### config.mk
export PLATFORM = sky130hd
export DESIGN_NAME = multi_pattern_expect_matcher_top
export DESIGN_NICKNAME = d
export VERILOG_FILES = /design/src/rtl/mpem_pkg.sv /design/src/rtl/mpem_csr.sv /design/src/rtl/mpem_core.sv /design/src/rtl/multi_pattern_expect_matcher_top.sv
export SDC_FILE = /design/constraint.sdc
export NUM_CORES = 1
export LEC_CHECK = 0
export BUFFER_PORTS_ARGS = -buffer_cell sky130_fd_sc_hd__buf_2
export CORE_ASPECT_RATIO = 2
export CORE_UTILIZATION = 42
export CTS_CLUSTER_SIZE = 28
export DETAILED_ROUTE_END_ITERATION = 10
export HOLD_SLACK_MARGIN = 0.1
export SYNTH_ARGS = -nofsm -noshare
export SYNTH_HDL_FRONTEND = slang
export SYNTH_SLANG_ARGS = --single-unit
### constraint.sdc
create_clock -name clock -period 6.1 [get_ports clock]
set_clock_uncertainty 0.05 [all_clocks]
set_input_delay 0.61 -clock clock [delete_from_list [all_inputs] [get_ports clock]]
set_output_delay 0.61 -clock clock [all_outputs]
set_load 0.01 [all_outputs]
### src/rtl/mpem_pkg.sv
// mpem_pkg: shared types, codes and sizing constants for the response matcher.
// No dependencies; used by every module under rtl/.

package mpem_pkg;

   localparam int PATTERN_BYTES        = 8;
   localparam int PATTERN_WIDTH        = 8 * PATTERN_BYTES;
   localparam int MAX_PATTERN_LEN      = 8;
   localparam int MAX_PATTERNS         = 4;
   localparam int NUM_PATTERNS_DEFAULT = 4;
   localparam int LEN_WIDTH            = 4;
   localparam int LENGTHS_WIDTH        = LEN_WIDTH * MAX_PATTERNS;
   localparam int COUNT_WIDTH          = 3;
   localparam int CSR_INDEX_WIDTH      = 3;
   localparam int CSR_DATA_WIDTH       = PATTERN_WIDTH;
   localparam int MATCH_INDEX_WIDTH    = 2;

   localparam logic [7:0] ZERO_BYTE = 8'h00;

   typedef logic [LEN_WIDTH-1:0] progress_type;

   typedef enum logic [CSR_INDEX_WIDTH-1:0] {
      REG_PATTERN_A = 3'd0,
      REG_PATTERN_B = 3'd1,
      REG_PATTERN_C = 3'd2,
      REG_PATTERN_D = 3'd3,
      REG_LENGTHS   = 3'd4,
      REG_COUNT     = 3'd5,
      REG_TEXT_MODE = 3'd6
   } csr_index_type;

   typedef enum logic {
      CMD_START = 1'b0,
      CMD_BYTE  = 1'b1
   } cmd_type;

   typedef enum logic [1:0] {
      STATUS_IDLE   = 2'd0,
      STATUS_SEARCH = 2'd1,
      STATUS_MATCH  = 2'd2
   } status_type;

   typedef struct packed {
      logic       command;
      logic [7:0] rx_byte;
   } item_type;

   typedef struct packed {
      status_type                   status;
      logic [MATCH_INDEX_WIDTH-1:0] match_index;
   } result_type;

   typedef struct packed {
      logic [LENGTHS_WIDTH-1:0] lengths;
      logic [COUNT_WIDTH-1:0]   count;
      logic                     text_mode;
   } ctrl_type;

endpackage

### src/rtl/mpem_csr.sv
// mpem_csr: configuration registers (patterns, lengths, count, text mode).
// Depends on mpem_pkg.

module mpem_csr #(
   parameter int NUM_PATTERNS = mpem_pkg::NUM_PATTERNS_DEFAULT
) (
   input  logic                                  clock,
   input  logic                                  reset,
   input  logic                                  csr_write,
   input  logic [mpem_pkg::CSR_INDEX_WIDTH-1:0]  csr_index,
   input  logic [mpem_pkg::CSR_DATA_WIDTH-1:0]   csr_data,
   output logic [NUM_PATTERNS-1:0][mpem_pkg::PATTERN_WIDTH-1:0] patterns,
   output mpem_pkg::ctrl_type                    ctrl
);

   logic [NUM_PATTERNS-1:0][mpem_pkg::PATTERN_WIDTH-1:0] pattern_ff, pattern_in;
   mpem_pkg::ctrl_type ctrl_ff, ctrl_in;

   always_comb begin
      pattern_in = pattern_ff;
      ctrl_in    = ctrl_ff;
      if (csr_write) begin
         // pattern slots beyond NUM_PATTERNS are never read, so not stored
         for (int i = 0; i < NUM_PATTERNS; i++) begin
            if (csr_index < mpem_pkg::REG_LENGTHS &&
                csr_index[1:0] == 2'(i)) begin
               pattern_in[i] = csr_data;
            end
         end
         case (csr_index)
            mpem_pkg::REG_LENGTHS: begin
               ctrl_in.lengths = csr_data[mpem_pkg::LENGTHS_WIDTH-1:0];
            end
            mpem_pkg::REG_COUNT: begin
               ctrl_in.count = csr_data[mpem_pkg::COUNT_WIDTH-1:0];
            end
            mpem_pkg::REG_TEXT_MODE: begin
               ctrl_in.text_mode = csr_data[0];
            end
            default: begin
            end
         endcase
      end
   end

   always_ff @(posedge clock) begin
      if (reset) begin
         pattern_ff <= '0;
         ctrl_ff    <= '0;
      end else begin
         pattern_ff <= pattern_in;
         ctrl_ff    <= ctrl_in;
      end
   end

   assign patterns = pattern_ff;
   assign ctrl     = ctrl_ff;

endmodule

### src/rtl/mpem_core.sv
// mpem_core: per-pattern progress counters, byte comparators and priority pick.
// Depends on mpem_pkg.

module mpem_core #(
   parameter int NUM_PATTERNS = mpem_pkg::NUM_PATTERNS_DEFAULT
) (
   input  logic                  clock,
   input  logic                  reset,
   input  logic                  fire,
   input  mpem_pkg::item_type    item,
   input  logic [NUM_PATTERNS-1:0][mpem_pkg::PATTERN_WIDTH-1:0] patterns,
   input  mpem_pkg::ctrl_type    ctrl,
   output mpem_pkg::result_type  result
);

   mpem_pkg::progress_type progress_ff [NUM_PATTERNS];
   mpem_pkg::progress_type progress_in [NUM_PATTERNS];
   mpem_pkg::progress_type step_prog   [NUM_PATTERNS];
   logic [NUM_PATTERNS-1:0] step_done;
   logic [NUM_PATTERNS-1:0] in_use;
   logic                    armed_ff, armed_in;
   logic [mpem_pkg::COUNT_WIDTH-1:0] used_count;

   assign used_count = (ctrl.count > mpem_pkg::COUNT_WIDTH'(NUM_PATTERNS)) ?
                       mpem_pkg::COUNT_WIDTH'(NUM_PATTERNS) : ctrl.count;

   // independent per-pattern compare and advance
   always_comb begin
      logic [mpem_pkg::LEN_WIDTH-1:0] len;
      logic [7:0]                     pbyte;
      logic                           hit;
      for (int i = 0; i < NUM_PATTERNS; i++) begin
         len = ctrl.lengths[i*mpem_pkg::LEN_WIDTH +: mpem_pkg::LEN_WIDTH];
         if (len > mpem_pkg::LEN_WIDTH'(mpem_pkg::MAX_PATTERN_LEN)) begin
            len = mpem_pkg::LEN_WIDTH'(mpem_pkg::MAX_PATTERN_LEN);
         end
         pbyte = patterns[i][{progress_ff[i][2:0], 3'b000} +: 8];
         hit   = (progress_ff[i] < mpem_pkg::LEN_WIDTH'(mpem_pkg::PATTERN_BYTES)) &&
                 (pbyte == item.rx_byte);
         // naive restart: a miss goes to zero without retrying byte zero
         step_prog[i] = hit ? progress_ff[i] + 1'b1 : '0;
         in_use[i]    = mpem_pkg::COUNT_WIDTH'(i) < used_count;
         step_done[i] = step_prog[i] >= len;
      end
   end

   // priority walk: first completed pattern ends the session
   always_comb begin
      logic blocked;
      blocked     = 1'b0;
      progress_in = progress_ff;
      armed_in    = armed_ff;
      result      = '{status: mpem_pkg::STATUS_IDLE, match_index: '0};
      if (fire) begin
         if (item.command == mpem_pkg::CMD_START) begin
            for (int i = 0; i < NUM_PATTERNS; i++) begin
               progress_in[i] = '0;
            end
            armed_in = 1'b1;
         end else if (armed_ff) begin
            result.status = mpem_pkg::STATUS_SEARCH;
            if (ctrl.text_mode && item.rx_byte == mpem_pkg::ZERO_BYTE) begin
               for (int i = 0; i < NUM_PATTERNS; i++) begin
                  if (in_use[i]) begin
                     progress_in[i] = '0;
                  end
               end
            end else begin
               for (int i = 0; i < NUM_PATTERNS; i++) begin
                  if (in_use[i] && !blocked) begin
                     progress_in[i] = step_prog[i];
                     if (step_done[i]) begin
                        blocked            = 1'b1;
                        armed_in           = 1'b0;
                        result.status      = mpem_pkg::STATUS_MATCH;
                        result.match_index = mpem_pkg::MATCH_INDEX_WIDTH'(i);
                     end
                  end
               end
            end
         end
      end
   end

   always_ff @(posedge clock) begin
      if (reset) begin
         armed_ff <= 1'b0;
         for (int i = 0; i < NUM_PATTERNS; i++) begin
            progress_ff[i] <= '0;
         end
      end else begin
         armed_ff    <= armed_in;
         progress_ff <= progress_in;
      end
   end

`ifndef SYNTHESIS
   a_match_disarms: assert property (@(posedge clock) disable iff (reset)
      fire && result.status == mpem_pkg::STATUS_MATCH |=> !armed_ff)
      else $error("session still armed after a match");

   a_start_clears: assert property (@(posedge clock) disable iff (reset)
      fire && item.command == mpem_pkg::CMD_START |=> armed_ff && progress_ff[0] == '0)
      else $error("start request did not arm and clear");

   a_progress_bound: assert property (@(posedge clock) disable iff (reset)
      progress_ff[0] <= mpem_pkg::LEN_WIDTH'(mpem_pkg::PATTERN_BYTES))
      else $error("progress count beyond pattern size");

   a_idle_when_unarmed: assert property (@(posedge clock) disable iff (reset)
      fire && !armed_ff |-> result.status == mpem_pkg::STATUS_IDLE)
      else $error("result reported while no session armed");
`endif

endmodule

### src/rtl/multi_pattern_expect_matcher_top.sv
// An accepted request lands in the input register, then matcher logic feeds the response
// register once it is free or taken. Throughput: one request per cycle while rsp_stall is
// low; the compare and priority pick are combinational.
// Reset (synchronous, active high): registers zero, counts zero, no session armed, both
// pipeline stages empty.
// Depends on mpem_pkg, mpem_csr and mpem_core.

module multi_pattern_expect_matcher_top #(
   parameter int NUM_PATTERNS = mpem_pkg::NUM_PATTERNS_DEFAULT
) (
   input  logic                                 clock,
   input  logic                                 reset,
   // request channel
   input  logic                                 req_valid,
   output logic                                 req_stall,
   input  logic                                 req_command,
   input  logic [7:0]                           req_rx_byte,
   // response channel
   output logic                                 rsp_valid,
   input  logic                                 rsp_stall,
   output logic [1:0]                           rsp_status,
   output logic [mpem_pkg::MATCH_INDEX_WIDTH-1:0] rsp_match_index,
   // configuration
   input  logic                                 csr_write,
   input  logic [mpem_pkg::CSR_INDEX_WIDTH-1:0] csr_index,
   input  logic [mpem_pkg::CSR_DATA_WIDTH-1:0]  csr_data
);

   logic [NUM_PATTERNS-1:0][mpem_pkg::PATTERN_WIDTH-1:0] patterns;
   mpem_pkg::ctrl_type   ctrl;
   mpem_pkg::item_type   item_ff, item_in;
   mpem_pkg::result_type result;
   mpem_pkg::result_type result_ff, result_in;
   logic s1_valid_ff, s1_valid_in;
   logic rsp_valid_ff, rsp_valid_in;
   logic advance;   // stage one may move into the response register
   logic fire;      // stage one request is processed this cycle
   logic req_accept;

   mpem_csr #(.NUM_PATTERNS(NUM_PATTERNS)) u_csr (
      .clock     (clock),
      .reset     (reset),
      .csr_write (csr_write),
      .csr_index (csr_index),
      .csr_data  (csr_data),
      .patterns  (patterns),
      .ctrl      (ctrl)
   );

   mpem_core #(.NUM_PATTERNS(NUM_PATTERNS)) u_core (
      .clock    (clock),
      .reset    (reset),
      .fire     (fire),
      .item     (item_ff),
      .patterns (patterns),
      .ctrl     (ctrl),
      .result   (result)
   );

   // Response register empties or is taken: stage one can advance.
   assign advance    = !rsp_valid_ff || !rsp_stall;
   assign fire       = s1_valid_ff && advance;
   // Stage one is free or drains this cycle, so a new request can land.
   assign req_stall  = s1_valid_ff && !advance;
   assign req_accept = req_valid && !req_stall;

   always_comb begin
      item_in = item_ff;
      if (req_accept) begin
         item_in.command = req_command;
         item_in.rx_byte = req_rx_byte;
      end
      s1_valid_in  = req_accept || (s1_valid_ff && !advance);
      result_in    = fire ? result : result_ff;
      rsp_valid_in = fire || (rsp_valid_ff && rsp_stall);
   end

   always_ff @(posedge clock) begin
      if (reset) begin
         s1_valid_ff  <= 1'b0;
         rsp_valid_ff <= 1'b0;
      end else begin
         s1_valid_ff  <= s1_valid_in;
         rsp_valid_ff <= rsp_valid_in;
      end
   end

   // payload registers: no reset needed
   always_ff @(posedge clock) begin
      item_ff   <= item_in;
      result_ff <= result_in;
   end

   assign rsp_valid       = rsp_valid_ff;
   assign rsp_status      = result_ff.status;
   assign rsp_match_index = result_ff.match_index;

`ifndef SYNTHESIS
   a_stall_needs_item: assert property (@(posedge clock) disable iff (reset)
      !s1_valid_ff |-> !req_stall)
      else $error("request stalled with stage one empty");

   a_fire_fills_rsp: assert property (@(posedge clock) disable iff (reset)
      fire |=> rsp_valid_ff)
      else $error("processed request produced no response");

   a_rsp_held: assert property (@(posedge clock) disable iff (reset)
      rsp_valid_ff && rsp_stall |=> rsp_valid_ff && $stable(result_ff))
      else $error("stalled response lost or changed");
`endif

endmodule

# Word-level counts from Yosys, hierarchy flattened
# Cells that the tools add are included.
[word_totals]
register_bits = 308
inputBits = 81
out_inout_bits = 6
word_cells = 164
[op_classes]
add_sub_neg = 4
magnitude_cmp = 18
n_eq_ne = 18
shift = 4
n_mux = 58
bitwise_logic = 2
reduce_logical = 41
[op_table]
columns = ["cell", "count"]
rows = [
  ["$shiftx 64x7->8", 4],
  ["$mux 4", 24],
  ["$mux 16", 3],
  ["$eq 8x8->1", 4],
  ["$mux 1", 29],
  ["$add 4x1->4 const B", 4],
  ["$ge 4x4->1", 4],
  ["$gt 4x4->1 const B", 4],
  ["$logic_and 1x1->1", 16],
  ["$lt 4x4->1 const B", 4],
  ["$reduce_and 2->1", 8],
  ["$reduce_and 4->1", 3],
  ["$eq 3x3->1 const B", 3],
  ["$ne 3x1->1 const B", 3],
  ["$ne 3x2->1 const B", 3],
  ["$logic_not 8->1", 1],
  ["$logic_not 1->1", 7],
  ["$lt 1x3->1 const A", 2],
  ["$lt 2x3->1 const A", 2],
  ["$mux 3", 2],
  ["$eq 2x2->1 const B", 2],
  ["$ne 2x1->1 const B", 2],
  ["$gt 3x3->1 const B", 1],
  ["$logic_or 1x1->1", 3],
  ["other kinds (6)", 7],
]

# Logic depth before layout (Yosys ltp)
# Gate-level depths: netlist of the first run.
[depth]
depth_word = 31
depth_mapped = 17
ltp_nobuf = 14

# Cells and area by module
# A second synthesis of the first run with hierarchy kept.
[unflattened]
cells_unflattened = 1373
hier_area_um2 = 15090.7
[modules_own_cells]
columns = ["mod", "n_inst", "cells_per_inst", "area_per_inst_um2"]
rows = [
  ["mpem_csr", 1, 970, 10817.9],
  ["mpem_core", 1, 380, 3796.1],
  ["multi_pattern_expect_matcher_top", 1, 23, 476.7],
]

# Worst setup path after synthesis of the first run
# No wires, ideal clock.
[synth_timing]
path_type = "register to register"
from = "reg u_core.progress_ff[8] in the netlist's numbering"
to = "reg u_core.progress_ff[2] in the netlist's numbering"
arrival_ps = 4330
path_slack_ps = 1641
stages_incl_launch_ff = 17
path_buffers = 2
synth_period_minus_slack_ps = 4459
cell_sequence = "dfxtp_1 -> clkbuf_1 -> clkbuf_1 -> mux4_2 -> mux2i_1 -> xor2_1 -> nand3_1 -> nor4_2 -> nand2b_1 -> ha_1 -> nand2b_1 -> a21oi_1 -> o21ai_0 -> a22oi_1 -> a31oi_1 -> or4_1 -> o211ai_1"
[synth_via]
elab_chain_cells = 22
word_cells_on_any_way = 25
[synth_lines]
columns = ["item", "line_no", "source"]
rows = [
  ["start: declaration", "mpem_core.sv:16", "mpem_pkg::progress_type progress_ff [NUM_PATTERNS];"],
  ["start signal: assignment", "mpem_core.sv:93", "progress_ff <= progress_in;"],
  ["$shiftx 64x7->8", "mpem_core.sv:37", "pbyte = patterns[i][{progress_ff[i][2:0], 3'b000} +: 8];"],
  ["$eq 8x8->1", "mpem_core.sv:39", "(pbyte == item.rx_byte);"],
  ["$logic_and 1x1->1", "mpem_core.sv:38", "hit = (progress_ff[i] < mpem_pkg::LEN_WIDTH'(mpem_pkg::PATTERN_BYTES)) &&"],
  ["$mux 4 (*)", "mpem_core.sv:41", "step_prog[i] = hit ? progress_ff[i] + 1'b1 : '0;"],
  ["$ge 4x4->1 (*)", "mpem_core.sv:43", "step_done[i] = step_prog[i] >= len;"],
  ["$mux 1 (*)", "mpem_core.sv:72", "if (step_done[i]) begin"],
  ["$mux 1 (*)", "mpem_core.sv:70", "if (in_use[i] && !blocked) begin"],
  ["$mux 1 (*)", "mpem_core.sv:62", "if (ctrl.text_mode && item.rx_byte == mpem_pkg::ZERO_BYTE) begin"],
  ["[6 not listed]", "--", ""],
  ["$mux 1 (*)", "mpem_core.sv:62", ""],
  ["$mux 1 (*)", "mpem_core.sv:60", "end else if (armed_ff) begin"],
  ["$mux 1 (*)", "mpem_core.sv:55", "if (item.command == mpem_pkg::CMD_START) begin"],
  ["$mux 1 (*)", "mpem_core.sv:54", "if (fire) begin"],
  ["$logic_not 1->1 (*)", "mpem_core.sv:70", ""],
  ["$logic_and 1x1->1 (*)", "mpem_core.sv:70", ""],
  ["$ne 3x1->1 (no line) (*)", "--", ""],
  ["$reduce_and 4->1 (no line) (*)", "--", ""],
]
# Every way passes the cells marked *; elsewhere a longest branch is shown, timed or not. The select of a mux whose other input is x is not followed.
# A chain may end at the register's enable or synchronous reset.

# Final worst setup path of the first run
[layout_timing]
from = "reg u_core.progress_ff[4] in the netlist's numbering"
to = "reg u_core.progress_ff[3] in the netlist's numbering"
[layout_via]
elab_chain_cells = 15
word_cells_on_any_way = 17
[layout_lines]
columns = ["item", "line_no"]
rows = [
  ["$shiftx 64x7->8", "mpem_core.sv:37"],
  ["$eq 8x8->1", "mpem_core.sv:39"],
  ["$logic_and 1x1->1", "mpem_core.sv:38"],
  ["$mux 4 (*)", "mpem_core.sv:41"],
  ["$ge 4x4->1 (*)", "mpem_core.sv:43"],
  ["$mux 1 (*)", "mpem_core.sv:72"],
  ["$mux 1 (*)", "mpem_core.sv:70"],
  ["$mux 1 (*)", "mpem_core.sv:62"],
  ["$mux 1 (*)", "mpem_core.sv:60"],
  ["$mux 1 (*)", "mpem_core.sv:55"],
  ["$mux 1 (*)", "mpem_core.sv:54"],
  ["$logic_not 1->1 (*)", "mpem_core.sv:70"],
  ["$logic_and 1x1->1 (*)", "mpem_core.sv:70"],
  ["$ne 3x1->1 (no line) (*)", "--"],
  ["$reduce_and 4->1 (no line) (*)", "--"],
]
# Marks and branches as above.

==> flow_metrics.env, run 1 <==
export IMPL_dp_hpwl_mm=32.20
export IMPL_hold_class="input port to register"
export IMPL_core_area_um2=32230
export IMPL_drt_iter0_drc=864
export IMPL_tns_ns=0
export IMPL_tritoncts="done"
export IMPL_placed_area_um2=14380
export IMPL_clk_pin_slew_ns=0.07
export IMPL_syn_area_um2=13740
export IMPL_fmax_ghz=0.1961
export IMPL_setup_viol=0
export IMPL_syn_num_nets=1709
export IMPL_timing_hold_ws_ns=0.1852
export IMPL_final_area_um2=15330
export IMPL_synth_edf_count=13
export IMPL_syn_area_per_cell_um2=8.546
export IMPL_hold_depth=1
export IMPL_nFillCells=3151
export IMPL_max_slew_worst_pin_slew_ns=0.9800
export IMPL_r2r_cells=14
export IMPL_rows=93
export IMPL_wirelength_mm=45.59
export IMPL_postCtsResizedCells=0
export IMPL_p_leak_uw=0.005187
export IMPL_ys_ff_latch=308
export IMPL_wl_per_cell_um=22.00
export IMPL_ys_flop_type="dfxtp_1"
export IMPL_cp_data_required_time_ns=6.52
export IMPL_end_kind="register"
export IMPL_yosys_warnings=0
export IMPL_status="complete, no violations"
export IMPL_rsz0062_at_grt="false"
export IMPL_vias=11540
export IMPL_ys_types=55
export IMPL_power_density_nw_per_um2=274.7
export IMPL_cp_max_fo=19
export IMPL_cts_buffers=27
export IMPL_r2r_slack_ns=1.00
export IMPL_grt_pass1_vias=11070
export IMPL_insertion_delay_ns=0.55
export IMPL_antenna_found_initial=2
export IMPL_relSlewSlack_pct=34.58
export IMPL_worstSetupPathType="register to register"
export IMPL_hold_viol_final=0
export IMPL_period_minus_slack_ns=5.098
export IMPL_start_util_pct=42.63
export IMPL_holdPathEnd="item_ff[6]"
export IMPL_grt_overflow_total=0
export IMPL_finalMaxSlewViolations=0
export IMPL_seq_area_frac_synth_pct=45.82
export IMPL_dieArea_um2=33490
export IMPL_first_pass_iters=7
export IMPL_worstHoldStart="req_rx_byte[6]"
export IMPL_async_reset_ff_share_pct=0
export IMPL_finalCritPeriodShare_pct=83.58
export IMPL_cap_violations=0
export IMPL_gr_usage_all_layers_pct=27.66
export IMPL_drive_gt1_share_pct=13.19
export IMPL_layout_common_cells="nand2_1 (574), dfxtp_1 (295), a21oi_1 (292)"
export IMPL_r2r_start="u_core.progress_ff[4]"
export IMPL_grt_max_degree=124
export IMPL_insertedDiodeCount=0
export IMPL_final_common_cell="nand2_1"
export IMPL_postRouteAntennaNets=0
export IMPL_die_w_um=129.9
export IMPL_place_gp_congestion=0.8864
export IMPL_rr_endpoint="u_core.progress_ff[3]"
export IMPL_grt_pass1_wl_mm=68.06
export IMPL_cts_sinks=308
export IMPL_post_cts_setup_buffers=0
export IMPL_worstPathArrival_ns=5.52
export IMPL_fin_nets=1727
export IMPL_htree_levels=1
export IMPL_viasPerCell=5.568
export IMPL_cts_buffer_depth=3
export IMPL_io_buffer_count=86
export IMPL_area_growth_pct=11.59
export IMPL_hold_buffers=0
export IMPL_ios=87
export IMPL_vdd_drop_max_mv=0.2073
export IMPL_start_kind="register"
export IMPL_layout_setup_ws_ns=1.002
export IMPL_die_y_um=257.8
export IMPL_pre_cts_ws_ns=1.044
export IMPL_synthCells=1608
export IMPL_drc=0
export IMPL_cts_root_buf="clkbuf_16"
## cells by family after synthesis
group	after synthesis	synth area share (%)
and+or+nand+nor	688	20.51
AOI/OAI and AO/OA	327	12.58
buffers and inverters	131	4.288
adders and majority gates	20	1.821
muxes	103	13.00
DFF	308	45.82
xor gates and xnor gates	31	1.976
## layer usage
layer / global-route usage [%] / vias up / wire length [um]
met1: 31.29 / 5554 / 16560
met4: 18.80 / 0 / 3531
li1: - / 5486 / -
met5: 0 / - / 0
met2: 48.35 / 370 / 23440
met3: 2.652 / 127 / 2061
## critical path, cell delays in order, from the launching register on
cell and delay (ns):
dfxtp_1 0.97, mux4_2 0.63, mux2i_1 0.19, xor2_1 0.17, nand4_1 0.11, or4_1 0.64
or2_2 0.33, ha_1 0.28, nand2b_1 0.14, a21o_1 0.18, a211o_1 0.29, o211ai_1 0.14
a31oi_1 0.27, or4_1 0.46, a21oi_1 0.16
## how the worst max path moves through the flow
stage	from	end	slack, ns
global placement	u_core.progress_ff[4]	u_core.progress_ff[2]	1.13
floorplan	u_core.progress_ff[8]	u_core.progress_ff[2]	1.64
global route	u_core.progress_ff[4]	u_core.progress_ff[3]	0.66
CTS	u_core.progress_ff[4]	u_core.progress_ff[2]	1.03
finish	u_core.progress_ff[4]	u_core.progress_ff[3]	1.00
detailed placement	u_core.progress_ff[4]	u_core.progress_ff[3]	1.04
## registers in the layout (all words and copies together), names as in the netlist
signal,flops
u_csr.patterns,256
u_csr.ctrl,20
u_core.progress_ff,16
item_ff,9
rsp_match_index,2
rsp_status,2
rsp_valid,1
s1_valid_ff,1
u_core.armed_ff,1
## synth_stat cells, types with 3 or more instances
master	instances	area, um^2
a22oi_1	7	52.55
nand4_1	7	43.79
buf_4	6	45.04
nand2_1	576	2162
or4_1	11	82.58
inv_1	9	33.78
buf_6	4	45.04
nor4_1	4	25.02
nor3_1	6	30.03
and4_1	3	26.28
xnor2_1	7	61.31
o21ai_0	3	15.01
or2_2	3	18.77
mux4_2	50	1126
o211ai_1	3	22.52
and2_1	7	43.79
nand2b_1	17	106.4
clkbuf_1	97	364.1
mux4_1	8	210.2
dfxtp_1	295	5906
nand3_1	13	65.06
nor2b_1	10	62.56
ha_1	20	250.2
buf_2	9	45.04
nor2_1	20	75.07
a21o_1	5	37.54
and3_1	7	43.79
mux2i_1	45	450.4
edfxtp_1	13	390.4
xor2_1	24	210.2
a21oi_1	292	1461
## power breakdown
part | internal [uW] | switching (uW)
Clock | 1070 | 778
Combinational | 77.6 | 178
Sequential | 2070 | 36.9
## area by class of cell
cell class / instances / area, um^2 / share of cell area (%)
Sequential cell: 308 / 6296 / 41.06
Tap cell: 427 / 534.3 / 3.484
Clock buffer: 37 / 785.8 / 5.124
Clock inverter: 11 / 165.2 / 1.077
Timing Repair Buffer: 110 / 619.3 / 4.039
Inverter: 10 / 37.54 / 0.2448
Multi-Input combinational cell: 1169 / 6897 / 44.97
## stage by stage
step	power (uW)	cells	utilization, %
after floorplan	2277	1608	-
after global placement	2403	2024	44.63
after detailed placement	2406	2024	44.63
after CTS	4240	2072	47.58
after global routing	4336	2072	47.58
final	4212	2072	47.58
Power figures use the tool's default switching activity.
==> inputs of run 2 (changes only) <==
Clock period 6.1 ns to 4.9 ns, I/O delays scaled along.
==> flow_metrics.env, run 2 (synthesis gave the netlist of run 1 again) <==
export IMPL_hold_class="input port to register"
export IMPL_vdd_drop_max_mv=0.2764
export IMPL_grt_max_degree=157
export IMPL_status="complete, no violations"
export IMPL_antenna_found_initial=5
export IMPL_drc=0
export IMPL_worstHoldStart="req_valid"
export IMPL_fin_nets=1752
export IMPL_largest_register_ffs=256
export IMPL_dieArea_um2=33490
export IMPL_power_density_nw_per_um2=341.8
export IMPL_r2r_start="u_core.progress_ff[12]"
export IMPL_insertedDiodeCount=0
export IMPL_wl_per_cell_um=21.97
export IMPL_area_growth_pct=14.06
export IMPL_dp_hpwl_mm=32.38
export IMPL_gr_usage_all_layers_pct=27.96
export IMPL_viasPerCell=5.567
export IMPL_layout_setup_ws_ns=0.2887
export IMPL_first_pass_iters=5
export IMPL_clk_pin_slew_ns=0.07
export IMPL_worstPathArrival_ns=5.04
export IMPL_cts_root_buf="clkbuf_16"
export IMPL_layout_cells_non_filler=2100
export IMPL_io_buffer_count=86
export IMPL_cts_buffers=28
export IMPL_ios=87
export IMPL_start_util_pct=42.63
export IMPL_r2r_slack_ns=0.29
export IMPL_r2r_cells=16
export IMPL_die_y_um=257.8
export IMPL_drt_iter0_drc=880
export IMPL_setup_viol=0
export IMPL_finalMaxSlewViolations=0
export IMPL_cts_sinks=308
export IMPL_rsz0062_at_grt="false"
export IMPL_nFillCells=3115
export IMPL_rr_endpoint="u_core.progress_ff[1]"
export IMPL_finalCritPeriodShare_pct=94.11
export IMPL_place_gp_congestion=0.9549
export IMPL_drive_gt1_share_pct=14.29
export IMPL_tns_ns=0
export IMPL_postRouteAntennaNets=0
export IMPL_post_cts_setup_buffers=0
export IMPL_worstSetupPathType="register to register"
export IMPL_cp_data_required_time_ns=5.33
export IMPL_pre_cts_ws_ns=0.1710
export IMPL_grt_pass1_vias=11300
export IMPL_holdPathEnd="s1_valid_ff"
export IMPL_dp_cells=2039
export IMPL_wirelength_mm=46.15
export IMPL_grt_overflow_total=0
export IMPL_end_kind="register"
export IMPL_tritoncts="done"
export IMPL_cp_max_fo=18
export IMPL_die_w_um=129.9
export IMPL_core_area_um2=32230
export IMPL_final_common_cell="nand2_1"
export IMPL_hold_depth=2
export IMPL_rows=93
export IMPL_fmax_ghz=0.2169
export IMPL_start_kind="register"
export IMPL_vias=11690
export IMPL_htree_levels=1
export IMPL_timing_hold_ws_ns=0.1119
export IMPL_seqCellArea_um2=6296
export IMPL_p_leak_uw=0.005335
export IMPL_period_minus_slack_ns=4.611
export IMPL_grt_pass1_wl_mm=68.88
export IMPL_multiInputGateArea_um2=6909
export IMPL_hold_viol_final=0
export IMPL_cap_violations=0
export IMPL_relSlewSlack_pct=34.49
export IMPL_insertion_delay_ns=0.57
export IMPL_max_slew_worst_pin_slew_ns=0.9827
export IMPL_cts_buffer_depth=3
export IMPL_layout_common_cells="nand2_1 (574), dfxtp_1 (295), a21oi_1 (292)"
-- run 2: changes by cell type in the layout (fill, tap and decap cells not counted), moves of 2 or more --
cell / change
inv_4: +2
buf_4: +9
buf_12: +6
dlygate4sd3_1: +9
clkinvlp_4: +2
-- run 2: layer usage --
layer,vias up,global-route usage (%),share of wire (%)
met1,5633,30.39,36
li1,5539,-,-
met2,371,49.39,52
met3,145,3.750,4.5
met4,2,19.15,7.5
met5,-,0,0.024
-- run 2: where the power goes --
group / internal (uW) / leakage, uW / total (uW) / switching, uW
logic: 106 / 0.00233 / 334 / 227
registers: 2570 / 0.00251 / 2620 / 46.0
clock network: 1380 / 0.000486 / 2400 / 1020
total: 4060 / 0.00534 / 5360 / 1300
-- run 2: worst max-delay path by stage --
stage	from	slack, ns	endpoint	depth (start not counted)
3_5_place_dp	u_core.progress_ff[12]	0.17	u_core.progress_ff[2]	16
3_3_place_gp	u_core.progress_ff[12]	0.25	u_core.progress_ff[2]	16
2_1_floorplan	u_core.progress_ff[8]	0.44	u_core.progress_ff[2]	16
4_1_cts	u_core.progress_ff[12]	0.14	u_core.progress_ff[2]	16
6_report	u_core.progress_ff[12]	0.29	u_core.progress_ff[1]	16
5_1_grt	u_core.progress_ff[12]	0.06	u_core.progress_ff[2]	16
-- run 2: metrics by stage --
| stage | power [uW] | util (%) | area [um^2] |
|---|---|---|---|
| after floorplan | 2834 | - | 13740 |
| after global placement | 2999 | 45.21 | 14570 |
| after detailed placement | 3003 | 45.21 | 14570 |
| after CTS | 5381 | 48.59 | 15660 |
| after global routing | 5515 | 48.63 | 15670 |
| final | 5357 | 48.63 | 15670 |
-- run 2: what timing repair did --
action / CTS / global route
resized for setup: 0 / 2
hold endpoints to repair: 9 / 0
hold buffers: 9 / 0
setup endpoints to repair: 0 / 7
-- run 2: critical path, cell delays in order (launching register included) --
cell       delay (ns)
dfxtp_1          0.36
buf_12           0.20
mux4_2           0.51
mux2i_1          0.17
buf_4            0.17
xnor2_1          0.07
nor4_2           0.37
and4_1           0.27
nand2b_1         0.07
ha_1             0.28
nand2b_1         0.13
a2111oi_0        0.47
nor3_1           0.19
a22oi_1          0.32
a31oi_2          0.25
or4_1            0.44
a21oi_1          0.16
-- run 2: cell type report --
type,count,area share [%]
clock buffer,37,5.149
multi-input combinational,1169,44.08
timing repair buffer,134,5.724
inverter,10,0.2395
clock inverter,15,1.229
tap,427,3.409
sequential,308,40.17
==> inputs of run 3 (changes only) <==
Clock period 4.9 ns to 4.55 ns, I/O delays scaled along.
==> flow_metrics.env, run 3 (synthesis gave the netlist of run 1 again) <==
export IMPL_status="complete, no violations"
export IMPL_insertion_delay_ns=0.57
export IMPL_grt_max_degree=119
export IMPL_io_buffer_count=86
export IMPL_hold_depth=3
export IMPL_power_frac_comb_pct=6.5
export IMPL_place_gp_congestion=0.8783
export IMPL_finalMaxSlewViolations=0
export IMPL_finalCritPeriodShare_pct=95.32
export IMPL_cap_violations=0
export IMPL_path_depth=16
export IMPL_tns_ns=0
export IMPL_fmax_ghz=0.2306
export IMPL_post_route_util_pct=49.30
export IMPL_drive_gt1_share_pct=15.62
export IMPL_cp_slowest_cell="mux4_1"
export IMPL_end_kind="register"
export IMPL_vdd_drop_max_mv=0.2628
export IMPL_period_minus_slack_ns=4.337
export IMPL_final_common_cell="nand2_1"
export IMPL_grt_pass1_vias=11200
export IMPL_p_sw_uw=1380
export IMPL_multiInputGateArea_um2=6958
export IMPL_cp_common_cell="or4_1"
export IMPL_placed_area_um2=14710
export IMPL_dp_hpwl_mm=33.29
export IMPL_antenna_found_initial=0
export IMPL_cpLargestDelayFamily="simple AND/OR/NAND/NOR gates"
export IMPL_clk_pin_slew_ns=0.07
export IMPL_timing_hold_ws_ns=0.1246
export IMPL_cts_sinks=308
export IMPL_grt_pass1_wl_mm=69.65
export IMPL_drc=0
export IMPL_cts_root_buf="clkbuf_16"
export IMPL_rows=93
export IMPL_cts_buffer_depth=3
export IMPL_ios=87
export IMPL_die_w_um=129.9
export IMPL_viasPerCell=5.546
export IMPL_setup_viol=0
export IMPL_cp_max_fo=13
export IMPL_swShare_pct=24.22
export IMPL_hold_viol_final=0
export IMPL_fin_nets=1778
export IMPL_rsz0062_at_grt="false"
export IMPL_relSlewSlack_pct=33.66
export IMPL_max_stage_delay_ns=0.58
export IMPL_layout_common_cells="nand2_1 (574), dfxtp_1 (292), a21oi_1 (291)"
export IMPL_postRouteAntennaNets=0
export IMPL_area_growth_pct=15.64
export IMPL_p_leak_uw=0.005458
export IMPL_insertedDiodeCount=0
export IMPL_start_util_pct=42.63
export IMPL_max_slew_worst_pin_slew_ns=0.9950
export IMPL_final_area_um2=15890
export IMPL_worstPathArrival_ns=4.76
export IMPL_cp_data_required_time_ns=4.97
export IMPL_worstSetupPathType="register to register"
export IMPL_largest_register_ffs=256
export IMPL_pre_cts_ws_ns=-0.2157
export IMPL_gr_usage_all_layers_pct=28.47
export IMPL_power_frac_clock_pct=43.9
export IMPL_wl_per_cell_um=22.17
export IMPL_vias=11780
export IMPL_layout_setup_ws_ns=0.2130
export IMPL_intPower_uw=4318
export IMPL_cts_buffers=28
export IMPL_first_pass_iters=5
export IMPL_die_y_um=257.8
export IMPL_crit_buf_inv=2
export IMPL_r2r_cells=16
export IMPL_htree_levels=1
export IMPL_seq_power_share_pct=49.5
export IMPL_hold_class="input port to register"
export IMPL_power_density_nw_per_um2=358.5
export IMPL_tritoncts="done"
export IMPL_grt_overflow_total=0
export IMPL_worstPathCellList="buf_12 > buf_4 > mux4_1 > mux2i_1 > xor2_1 > nand3_1 > or4_1 > or2_2 > ha_1 > nand2b_1 > a21o_1 > a211o_1 > o211ai_1 > a31oi_4 > or4_1 > a21oi_1"
export IMPL_drt_iter0_drc=945
export IMPL_core_area_um2=32230
export IMPL_nFillCells=3141
export IMPL_seqCellArea_um2=6300
export IMPL_wirelength_mm=47.08
export IMPL_start_kind="register"
export IMPL_dieArea_um2=33490
-- run 3: cell count changes in the layout (fill, tap and decap cells not counted), moves of 2 or more --
cell,before,now
clkbuf_1,4,9
dfxtp_2,0,3
inv_4,2,0
dlygate4sd3_1,9,11
buf_4,33,56
dfxtp_1,295,292
clkinvlp_4,3,0
-- run 3: per-stage QoR --
| step | power [uW] | cells |
|---|---|---|
| floorplan | 3052 | 1608 |
| global placement | 3237 | 2056 |
| detailed placement | 3241 | 2056 |
| CTS | 5717 | 2117 |
| global route | 5854 | 2124 |
| finish | 5698 | 2124 |
-- run 3: path summary, 6_finish.rpt --
check,start,end,slack (ns)
setup / recovery,u_core.progress_ff[4],u_core.progress_ff[0],0.21
hold / removal,csr_data[43],u_csr.patterns[235],0.12
setup reg to reg,u_core.progress_ff[4],u_core.progress_ff[0],0.21
hold reg to reg,u_csr.patterns[164],u_csr.patterns[164],0.40
-- run 3: cell type report --
cell class | instances | area share, %
Sequential cell | 308 | 39.64
Tap cell | 427 | 3.362
Multi-Input combinational cell | 1169 | 43.78
Inverter | 10 | 0.2362
Clock buffer | 42 | 5.196
Clock inverter | 8 | 0.7952
Timing Repair Buffer | 160 | 6.984
-- run 3: layer usage --
| layer | wire (um) | up-vias | global-route usage, % |
|---|---|---|---|
| li1 | - | 5573 | - |
| met1 | 17250 | 5691 | 31.71 |
| met2 | 24170 | 390 | 50.15 |
| met3 | 2161 | 125 | 3.253 |
| met4 | 3490 | 0 | 18.93 |
| met5 | 0 | - | 0 |
-- run 3: timing repair --
item                                    CTS  global route
endpoints found under the setup margin   14            11
hold endpoints to repair                 11             0
resized for setup                         4            10
hold buffers                             11             0
buffers inserted                          0             7
pin swaps                                 1             4
-- run 3: power by group through the flow --
| stage | logic [uW] | registers, uW | clock network [uW] |
|---|---|---|---|
| 5_1_grt | 400 | 2820 | 2630 |
| 2_1_floorplan | 198 | 2850 | 0 |
| 6_report | 373 | 2820 | 2500 |
| 3_5_place_dp | 359 | 2880 | 0 |
| 3_3_place_gp | 355 | 2880 | 0 |
| 4_1_cts | 369 | 2820 | 2530 |
-- run 3: tightest hold or removal path: cells and delay by family --
family          cells  cell delay [ns]
compound gates      1             0.05
buf+inv             1             0.13
simple gates        1             0.06
